--- config.mk ---
export PLATFORM = sky130hd
export DESIGN_NAME = aes_key_sched
export DESIGN_NICKNAME = d
export VERILOG_FILES = /design/src/aes_pkg.sv /design/src/aes_kx_cell.sv /design/src/aes_key_sched.sv
export VERILOG_INCLUDE_DIRS = /design/src /design/src/src
export SDC_FILE = /design/constraint.sdc
export NUM_CORES = 2
export LEC_CHECK = 0
export BUFFER_PORTS_ARGS = -buffer_cell sky130_fd_sc_hd__buf_2
export CAP_MARGIN = 30
export CORE_ASPECT_RATIO = 1.5
export CORE_UTILIZATION = 55
export DETAILED_ROUTE_END_ITERATION = 12
export PLACE_DENSITY = 0.75
export SYNTH_ARGS = -nofsm -noshare
export SYNTH_HDL_FRONTEND = slang
export SYNTH_HIERARCHICAL = 1
export SYNTH_SLANG_ARGS = --single-unit
--- constraint.sdc ---
create_clock -name i_clk -period 9.1 [get_ports i_clk]
set_input_delay 0.455 -clock i_clk [delete_from_list [all_inputs] [get_ports i_clk]]
set_output_delay 0.455 -clock i_clk [all_outputs]
set_load 0.03 [all_outputs]
--- src/aes_block_cipher_engine_macros.svh ---
// Assertion macros shared by the cipher engine modules.
// Each macro samples on i_clk and is disabled while i_rst_n is low.
`ifndef AES_BLOCK_CIPHER_ENGINE_MACROS_SVH
`define AES_BLOCK_CIPHER_ENGINE_MACROS_SVH

// The consequent must hold in the same cycle as the antecedent.
`define AES_CHECK(lbl, ante, cons, msg) \
    lbl: assert property (@(posedge i_clk) disable iff (!i_rst_n) (ante) |-> (cons)) \
        else $error(msg);

// The consequent must hold in the cycle after the antecedent.
`define AES_CHECK_NEXT(lbl, ante, cons, msg) \
    lbl: assert property (@(posedge i_clk) disable iff (!i_rst_n) (ante) |=> (cons)) \
        else $error(msg);

`endif

--- src/aes_pkg.sv ---
package aes_pkg;

    localparam logic [1:0] KS_128 = 2'd0;
    localparam logic [1:0] KS_192 = 2'd1;
    localparam logic [1:0] KS_256 = 2'd2;
    localparam logic [1:0] KS_RSVD = 2'd3;

    localparam logic CMD_ENC = 1'b0;
    localparam logic CMD_DEC = 1'b1;

    localparam logic [2:0] REG_KEY_SIZE = 3'd0;
    localparam logic [2:0] REG_KEY_0_7 = 3'd1;
    localparam logic [2:0] REG_KEY_8_15 = 3'd2;
    localparam logic [2:0] REG_KEY_16_23 = 3'd3;
    localparam logic [2:0] REG_KEY_24_31 = 3'd4;

    typedef enum logic {
        CORE_IDLE,
        CORE_RUN
    } t_core_state;

    localparam logic [2047:0] FWD_TAB = {
        128'h637c777bf26b6fc53001672bfed7ab76, 128'hca82c97dfa5947f0add4a2af9ca472c0,
        128'hb7fd9326363ff7cc34a5e5f171d83115, 128'h04c723c31896059a071280e2eb27b275,
        128'h09832c1a1b6e5aa0523bd6b329e32f84, 128'h53d100ed20fcb15b6acbbe394a4c58cf,
        128'hd0efaafb434d338545f9027f503c9fa8, 128'h51a3408f929d38f5bcb6da2110fff3d2,
        128'hcd0c13ec5f974417c4a77e3d645d1973, 128'h60814fdc222a908846eeb814de5e0bdb,
        128'he0323a0a4906245cc2d3ac629195e479, 128'he7c8376d8dd54ea96c56f4ea657aae08,
        128'hba78252e1ca6b4c6e8dd741f4bbd8b8a, 128'h703eb5664803f60e613557b986c11d9e,
        128'he1f8981169d98e949b1e87e9ce5528df, 128'h8ca1890dbfe6426841992d0fb054bb16
    };

    localparam logic [2047:0] INV_TAB = {
        128'h52096ad53036a538bf40a39e81f3d7fb, 128'h7ce339829b2fff87348e4344c4dee9cb,
        128'h547b9432a6c2233dee4c950b42fac34e, 128'h082ea16628d924b2765ba2496d8bd125,
        128'h72f8f66486689816d4a45ccc5d65b692, 128'h6c704850fdedb9da5e154657a78d9d84,
        128'h90d8ab008cbcd30af7e45805b8b34506, 128'hd02c1e8fca3f0f02c1afbd0301138a6b,
        128'h3a9111414f67dcea97f2cfcef0b4e673, 128'h96ac7422e7ad3585e2f937e81c75df6e,
        128'h47f11a711d29c5896fb7620eaa18be1b, 128'hfc563e4bc6d279209adbc0fe78cd5af4,
        128'h1fdda8338807c731b11210592780ec5f, 128'h60517fa919b54a0d2de57a9f93c99cef,
        128'ha0e03b4dae2af5b0c8ebbb3c83539961, 128'h172b047eba77d626e169146355210c7d
    };

    function automatic logic [7:0] sbox(input logic [7:0] b);
        return FWD_TAB[(11'd255 - {3'd0, b}) * 11'd8 +: 8];
    endfunction

    function automatic logic [7:0] rsbox(input logic [7:0] b);
        return INV_TAB[(11'd255 - {3'd0, b}) * 11'd8 +: 8];
    endfunction

    // Multiply by x in GF(2^8) modulo the AES polynomial.
    function automatic logic [7:0] xt(input logic [7:0] a);
        return {a[6:0], 1'b0} ^ (a[7] ? 8'h1b : 8'h00);
    endfunction

    function automatic logic [31:0] sub_word(input logic [31:0] w);
        return {sbox(w[31:24]), sbox(w[23:16]), sbox(w[15:8]), sbox(w[7:0])};
    endfunction

    // One column of MixColumns or InvMixColumns, first byte in the top bits.
    function automatic logic [31:0] mix_col(input logic [31:0] c, input logic inv);
        logic [7:0] a  [4];
        logic [7:0] x2 [4];
        logic [7:0] x4 [4];
        logic [7:0] x8 [4];
        logic [7:0] m1 [4];
        logic [7:0] m2 [4];
        logic [7:0] m3 [4];
        logic [7:0] m0 [4];
        logic [31:0] res;
        res = '0;
        for (int k = 0; k < 4; k++) begin
            a[k]  = c[31 - 8 * k -: 8];
            x2[k] = xt(a[k]);
            x4[k] = xt(x2[k]);
            x8[k] = xt(x4[k]);
            if (inv) begin
                m0[k] = x8[k] ^ x4[k] ^ x2[k];
                m1[k] = x8[k] ^ x2[k] ^ a[k];
                m2[k] = x8[k] ^ x4[k] ^ a[k];
                m3[k] = x8[k] ^ a[k];
            end else begin
                m0[k] = x2[k];
                m1[k] = x2[k] ^ a[k];
                m2[k] = a[k];
                m3[k] = a[k];
            end
        end
        for (int r = 0; r < 4; r++) begin
            res[31 - 8 * r -: 8] = m0[r] ^ m1[(r + 1) % 4] ^ m2[(r + 2) % 4]
                                 ^ m3[(r + 3) % 4];
        end
        return res;
    endfunction

endpackage

--- src/aes_kx_cell.sv ---
module aes_kx_cell
    import aes_pkg::*;
(
    input  logic        i_clk,
    input  logic        i_en,
    input  logic [31:0] i_d,
    output logic [31:0] o_q
);

    logic [31:0] r_word;

    // One schedule word; it moves one place down the chain per step.
    always_ff @(posedge i_clk) begin
        if (i_en) begin
            r_word <= i_d;
        end
    end

    assign o_q = r_word;

endmodule

--- src/aes_key_sched.sv ---
`include "aes_block_cipher_engine_macros.svh"

module aes_key_sched
    import aes_pkg::*;
(
    input  logic         i_clk,
    input  logic         i_rst_n,
    input  logic         i_start,
    input  logic [1:0]   i_key_size,
    input  logic [255:0] i_key,
    input  logic [3:0]   i_rd_addr,
    output logic [127:0] o_rd_key,
    output logic         o_busy
);

    logic         r_busy;
    logic [5:0]   r_idx;
    logic [2:0]   r_j;
    logic [7:0]   r_rc;
    logic [127:0] r_rd;
    logic [127:0] mem [15];

    logic [3:0]  nk;
    logic [5:0]  total;
    logic [2:0]  far_sel;
    logic        is_key;
    logic [31:0] key_word;
    logic [31:0] prev;
    logic [31:0] tmp;
    logic [31:0] new_word;
    logic [31:0] cell_q  [8];
    logic [31:0] chain_in [8];

    always_comb begin
        unique case (i_key_size)
            KS_128:  nk = 4'd4;
            KS_192:  nk = 4'd6;
            default: nk = 4'd8;
        endcase
    end

    assign total    = {nk, 2'b00} + 6'd28;
    assign far_sel  = 3'(nk - 4'd1);
    assign is_key   = r_idx < {2'b00, nk};
    assign key_word = i_key[(3'd7 - r_idx[2:0]) * 8'd32 +: 32];
    assign prev     = cell_q[0];

    always_comb begin
        if (r_j == 3'd0) begin
            tmp = sub_word({prev[23:0], prev[31:24]}) ^ {r_rc, 24'd0};
        end else if (nk == 4'd8 && r_j == 3'd4) begin
            tmp = sub_word(prev);
        end else begin
            tmp = prev;
        end
        new_word = is_key ? key_word : (cell_q[far_sel] ^ tmp);
    end

    for (genvar g = 0; g < 8; g++) begin : g_cell
        if (g == 0) begin : g_head
            assign chain_in[g] = new_word;
        end else begin : g_body
            assign chain_in[g] = cell_q[g - 1];
        end
        aes_kx_cell u_cell (
            .i_clk (i_clk),
            .i_en  (r_busy),
            .i_d   (chain_in[g]),
            .o_q   (cell_q[g])
        );
    end

    always_ff @(posedge i_clk) begin
        if (!i_rst_n || i_start) begin
            r_busy <= 1'b1;
            r_idx  <= '0;
            r_j    <= '0;
            r_rc   <= 8'h01;
        end else if (r_busy) begin
            r_idx <= r_idx + 6'd1;
            r_j   <= ({1'b0, r_j} == nk - 4'd1) ? 3'd0 : r_j + 3'd1;
            if (!is_key && r_j == 3'd0) begin
                r_rc <= xt(r_rc);
            end
            if (r_idx == total - 6'd1) begin
                r_busy <= 1'b0;
            end
        end
    end

    always_ff @(posedge i_clk) begin
        if (r_busy) begin
            mem[r_idx[5:2]][(2'd3 - r_idx[1:0]) * 7'd32 +: 32] <= new_word;
        end
        r_rd <= mem[i_rd_addr];
    end

    assign o_rd_key = r_rd;
    assign o_busy   = r_busy;

    `AES_CHECK(a_idx_range, r_busy, r_idx < total, "schedule index past the last word")
    `AES_CHECK(a_phase_range, r_busy, {1'b0, r_j} < nk, "schedule phase out of range")
    `AES_CHECK_NEXT(a_done, r_busy && !i_start && r_idx == total - 6'd1, !r_busy,
        "schedule did not stop after its last word")

endmodule

==> impl_metrics.xml <==
<?xml version="1.0" encoding="UTF-8"?>
<metrics>
  <group name="critical_path">
    <metric name="setup.worst_path.class" unit="">reg -&gt; reg</metric>
    <metric name="critPathCaptureType" unit="">register</metric>
    <metric name="crit_buf_inv" unit="">3</metric>
    <metric name="timing.critical_path.max_delay_family" unit="">simple AND/OR/NAND/NOR gates</metric>
    <metric name="crit_slowest_cell" unit="">ha_1</metric>
    <metric name="r2r_setup_slack" unit="ns">3.08</metric>
    <metric name="timing.rr.end" unit="">mem[0][37]</metric>
    <metric name="max_fanout_on_critical_path" unit="">34</metric>
    <metric name="required" unit="ns">9.59</metric>
    <metric name="rr_worst_depth" unit="">13</metric>
    <metric name="timing.critical_path.from_type" unit="">register</metric>
    <metric name="timing.critical_path.arrival" unit="ns">6.51</metric>
    <metric name="cp_slowest_stage_delay" unit="ns">0.92</metric>
    <metric name="critical_path.cell_chain" unit="">buf_4 &gt; clkinv_1 &gt; ha_1 &gt; nor2b_1 &gt; nor2_1 &gt; a21oi_1 &gt; mux4_2 &gt; a221oi_1 &gt; nor3_1 &gt; nor4b_1 &gt; nor3b_4 &gt; buf_4 &gt; nor2_1</metric>
    <metric name="r2r-start" unit="">g_cell[0].u_cell/o_q[1]</metric>
  </group>
  <group name="floorplanning">
    <metric name="core-area" unit="µm²">185000</metric>
    <metric name="placement_rows" unit="">193</metric>
    <metric name="die_area" unit="µm²">188000</metric>
    <metric name="fp.dieH" unit="µm">531</metric>
    <metric name="floorplan.io_pins" unit="">394</metric>
    <metric name="chipWidth" unit="µm">354</metric>
    <metric name="initial_utilization" unit="">0.555</metric>
  </group>
  <group name="yosys">
    <metric name="synth.area.top_cells" unit="">edfxtp_1 (64%), mux4_2 (13%), dfxtp_1 (2.9%)</metric>
    <metric name="synth.cell_area" unit="µm²">102000</metric>
    <metric name="synth.distinct_cells" unit="">95</metric>
    <metric name="synth_edf_count" unit="">2176</metric>
    <metric name="postSynthRegisterBits" unit="">2322</metric>
    <metric name="synth.avg_cell_area" unit="µm²">15.9</metric>
    <metric name="synth_commonest_cells" unit="">edfxtp_1 (2,176), mux4_2 (596), nor2_1 (376)</metric>
    <metric name="synthesis.instances" unit="">6448</metric>
    <metric name="yosys_warnings" unit="">6</metric>
    <metric name="synth_top_cell_area_share" unit="">0.638</metric>
    <metric name="synth.largest_area_cell" unit="">edfxtp_1</metric>
    <metric name="synth_flop_cell" unit="">edfxtp_1</metric>
    <metric name="synth_sequential_area_ratio" unit="">0.666</metric>
    <metric name="syn_nets" unit="">6782</metric>
    <metric name="synth.most_common_cell" unit="">edfxtp_1</metric>
    <metric name="asr_flop_ratio_synth" unit="">0</metric>
  </group>
  <group name="clocking">
    <metric name="cts_inserted_buffers" unit="">202</metric>
    <metric name="clkSlewWorstSetupHoldPaths" unit="ns">0.06</metric>
    <metric name="cts_tree" unit="">built</metric>
    <metric name="cts-root-buf" unit="">clkbuf_16</metric>
    <metric name="postCtsSetupRepairBufs" unit="">0</metric>
    <metric name="clockBufferDepth" unit="">4</metric>
    <metric name="post_cts_resized" unit="">0</metric>
    <metric name="tritoncts_sinks" unit="">2322</metric>
    <metric name="clkLatencyLatePin" unit="ns">0.88</metric>
    <metric name="htree_num_levels" unit="">4</metric>
    <metric name="hold_buffers" unit="">0</metric>
  </group>
  <group name="drt">
    <metric name="post_drt_via_cell_ratio" unit="">6.89</metric>
    <metric name="vias" unit="">64600</metric>
    <metric name="post_drt_wl_per_cell" unit="µm">33.8</metric>
    <metric name="initialDrtViolationCount" unit="">9106</metric>
    <metric name="detail_route.drc_violations" unit="">0</metric>
    <metric name="drt_pass1_iterations" unit="">7</metric>
    <metric name="wl" unit="µm">316000</metric>
    <metric name="remaining_antenna_violation_count_after_routing" unit="">0</metric>
  </group>
  <group name="timing">
    <metric name="period_share" unit="">0.662</metric>
    <metric name="fin_tns_setup" unit="ns">0</metric>
    <metric name="hold_viol" unit="">0</metric>
    <metric name="rsz0062_at_grt" unit="">false</metric>
    <metric name="timing_max_transition_violations_final" unit="">0</metric>
    <metric name="slew-limit-headroom" unit="">0.236</metric>
    <metric name="finClkSkew" unit="ns">0.101</metric>
    <metric name="setup_violations" unit="">0</metric>
    <metric name="timing.fmax" unit="MHz">166</metric>
    <metric name="final.min_clock_period" unit="ns">6.02</metric>
    <metric name="tightest_slew" unit="ns">1.14</metric>
  </group>
  <group name="final_layout">
    <metric name="finalCoreUtilization" unit="">0.621</metric>
    <metric name="post_layout_nets" unit="">7084</metric>
    <metric name="syn_to_layout_area_delta" unit="%">11.9</metric>
    <metric name="post_route_cells_drive_above_1_share" unit="">0.244</metric>
  </group>
  <group name="worst_hold_path">
    <metric name="whs_path_depth" unit="">3</metric>
    <metric name="whs_endpoint" unit="">o_rd_key[49]</metric>
    <metric name="hold_crit_start" unit="">i_rd_addr[2]</metric>
    <metric name="tightest_hold_check_type" unit="">in -&gt; reg</metric>
  </group>
  <group name="grt">
    <metric name="antenna_found_initial" unit="">34</metric>
    <metric name="globalRouteTotalUtil" unit="">0.335</metric>
    <metric name="grt_max_degree" unit="">165</metric>
    <metric name="grt-ovfl-total" unit="">0</metric>
    <metric name="vias_in_the_first_global_route" unit="">63700</metric>
    <metric name="grt_first_pass_wirelength" unit="µm">451000</metric>
  </group>
  <group name="place">
    <metric name="finalWeightedCongestion" unit="">1.05</metric>
    <metric name="port-buffer-count" unit="">393</metric>
    <metric name="post-dp-hpwl" unit="µm">189000</metric>
  </group>
  <group name="power">
    <metric name="vdd_ir_drop_max" unit="mV">0.195</metric>
    <metric name="total_leakage_power" unit="nW">38.5</metric>
    <metric name="power.density_cell_area" unit="nW/µm²">227</metric>
  </group>
  <group name="run">
    <metric name="maxCapViolations" unit="">0</metric>
  </group>
  <group name="status">
    <metric name="run_status" unit="">completed</metric>
  </group>
</metrics>
[worst min-delay path: stages]
cell and delay, ns:
buf_8 0.26, o21ai_0 0.27, a21oi_1 0.06
[cell families after synthesis]
group / synth area share
flip-flops: 0.666
AND/OR/NAND/NOR: 0.0655
AO/OA/AOI/OAI: 0.0793
multiplexers: 0.154
buffers and inverters: 0.0244
adder cells (fa/ha/maj): 0.00842
XOR/XNOR: 0.00222
[worst max path at each step]
stage / slack (ns) / to / depth (start not counted) / from
3_5_place_dp: 3.00 / mem[14][48] / 12 / g_cell[0].u_cell/o_q[9]
2_1_floorplan: 0.41 / mem[14][100] / 4 / o_busy
4_1_cts: 2.98 / mem[7][48] / 12 / g_cell[0].u_cell/o_q[9]
6_report: 3.08 / mem[0][37] / 13 / g_cell[0].u_cell/o_q[1]
3_3_place_gp: 3.00 / mem[4][116] / 12 / g_cell[0].u_cell/o_q[9]
5_1_grt: 2.92 / mem[5][37] / 13 / g_cell[0].u_cell/o_q[1]
[through the flow]
step / hold WS, ns / cells / cell area, µm² / worst slack (ns) / total power, W
floorplan: 0.400 / 6448 / 102000 / 0.410 / 0.0154
global placement: 0.401 / 8953 / 108000 / 3.00 / 0.0173
detailed placement: 0.405 / 8972 / 108000 / 3.00 / 0.0173
CTS: 0.288 / 9341 / 114000 / 2.98 / 0.0259
global route: 0.326 / 9366 / 115000 / 2.92 / 0.0267
finish: 0.287 / 9374 / 115000 / 3.08 / 0.0261
[cells in the final DEF (no fill, tap or decap), drive strengths merged, types with 82 or more instances in the layout]
master	instances
edfxtp	2176
buf	617
mux4	596
nor2	377
nand2	357
o21ai	350
clkbuf	255
mux2i	217
a21oi	210
dfxtp	146
nand2b	114
nor3	113
nor2b	111
nand3	99
a211oi	82
[state kept, by name, indices dropped and copies added (netlist names)]
name,count
mem,1920
g_cell.u_cell/o_q,256
o_rd_key,128
r_rc,8
r_idx,6
r_j,3
o_busy,1
[metal layers]
layer | vias up | part of all wire | track usage | wire (µm)
met5 | - | 0.000088 | 0 | 28
met4 | 4 | 0.074 | 0.211 | 23500
met3 | 1095 | 0.094 | 0.0583 | 29800
met2 | 4636 | 0.50 | 0.563 | 157000
met1 | 32400 | 0.34 | 0.403 | 106000
li1 | 26500 | - | - | -
[final cells by class]
| type | instances | area, µm² |
|---|---|---|
| clock inverters | 119 | 1330 |
| well taps | 2437 | 3050 |
| fillers | 12900 | 70100 |
| diodes | 22 | 55.1 |
| clock buffers | 250 | 5350 |
| multi-input cells | 3523 | 32300 |
| flip-flops and latches | 2322 | 68300 |
| inverters | 79 | 298 |
| repair buffers | 622 | 3950 |
[where the power goes]
group          switching [W]  internal [W]  total (W)
clock                0.00388       0.00486    0.00874
sequential          0.000135        0.0121     0.0122
combinational        0.00348       0.00162    0.00510
total                0.00750        0.0186     0.0261
No activity file was read; power rests on OpenSTA's default activity.
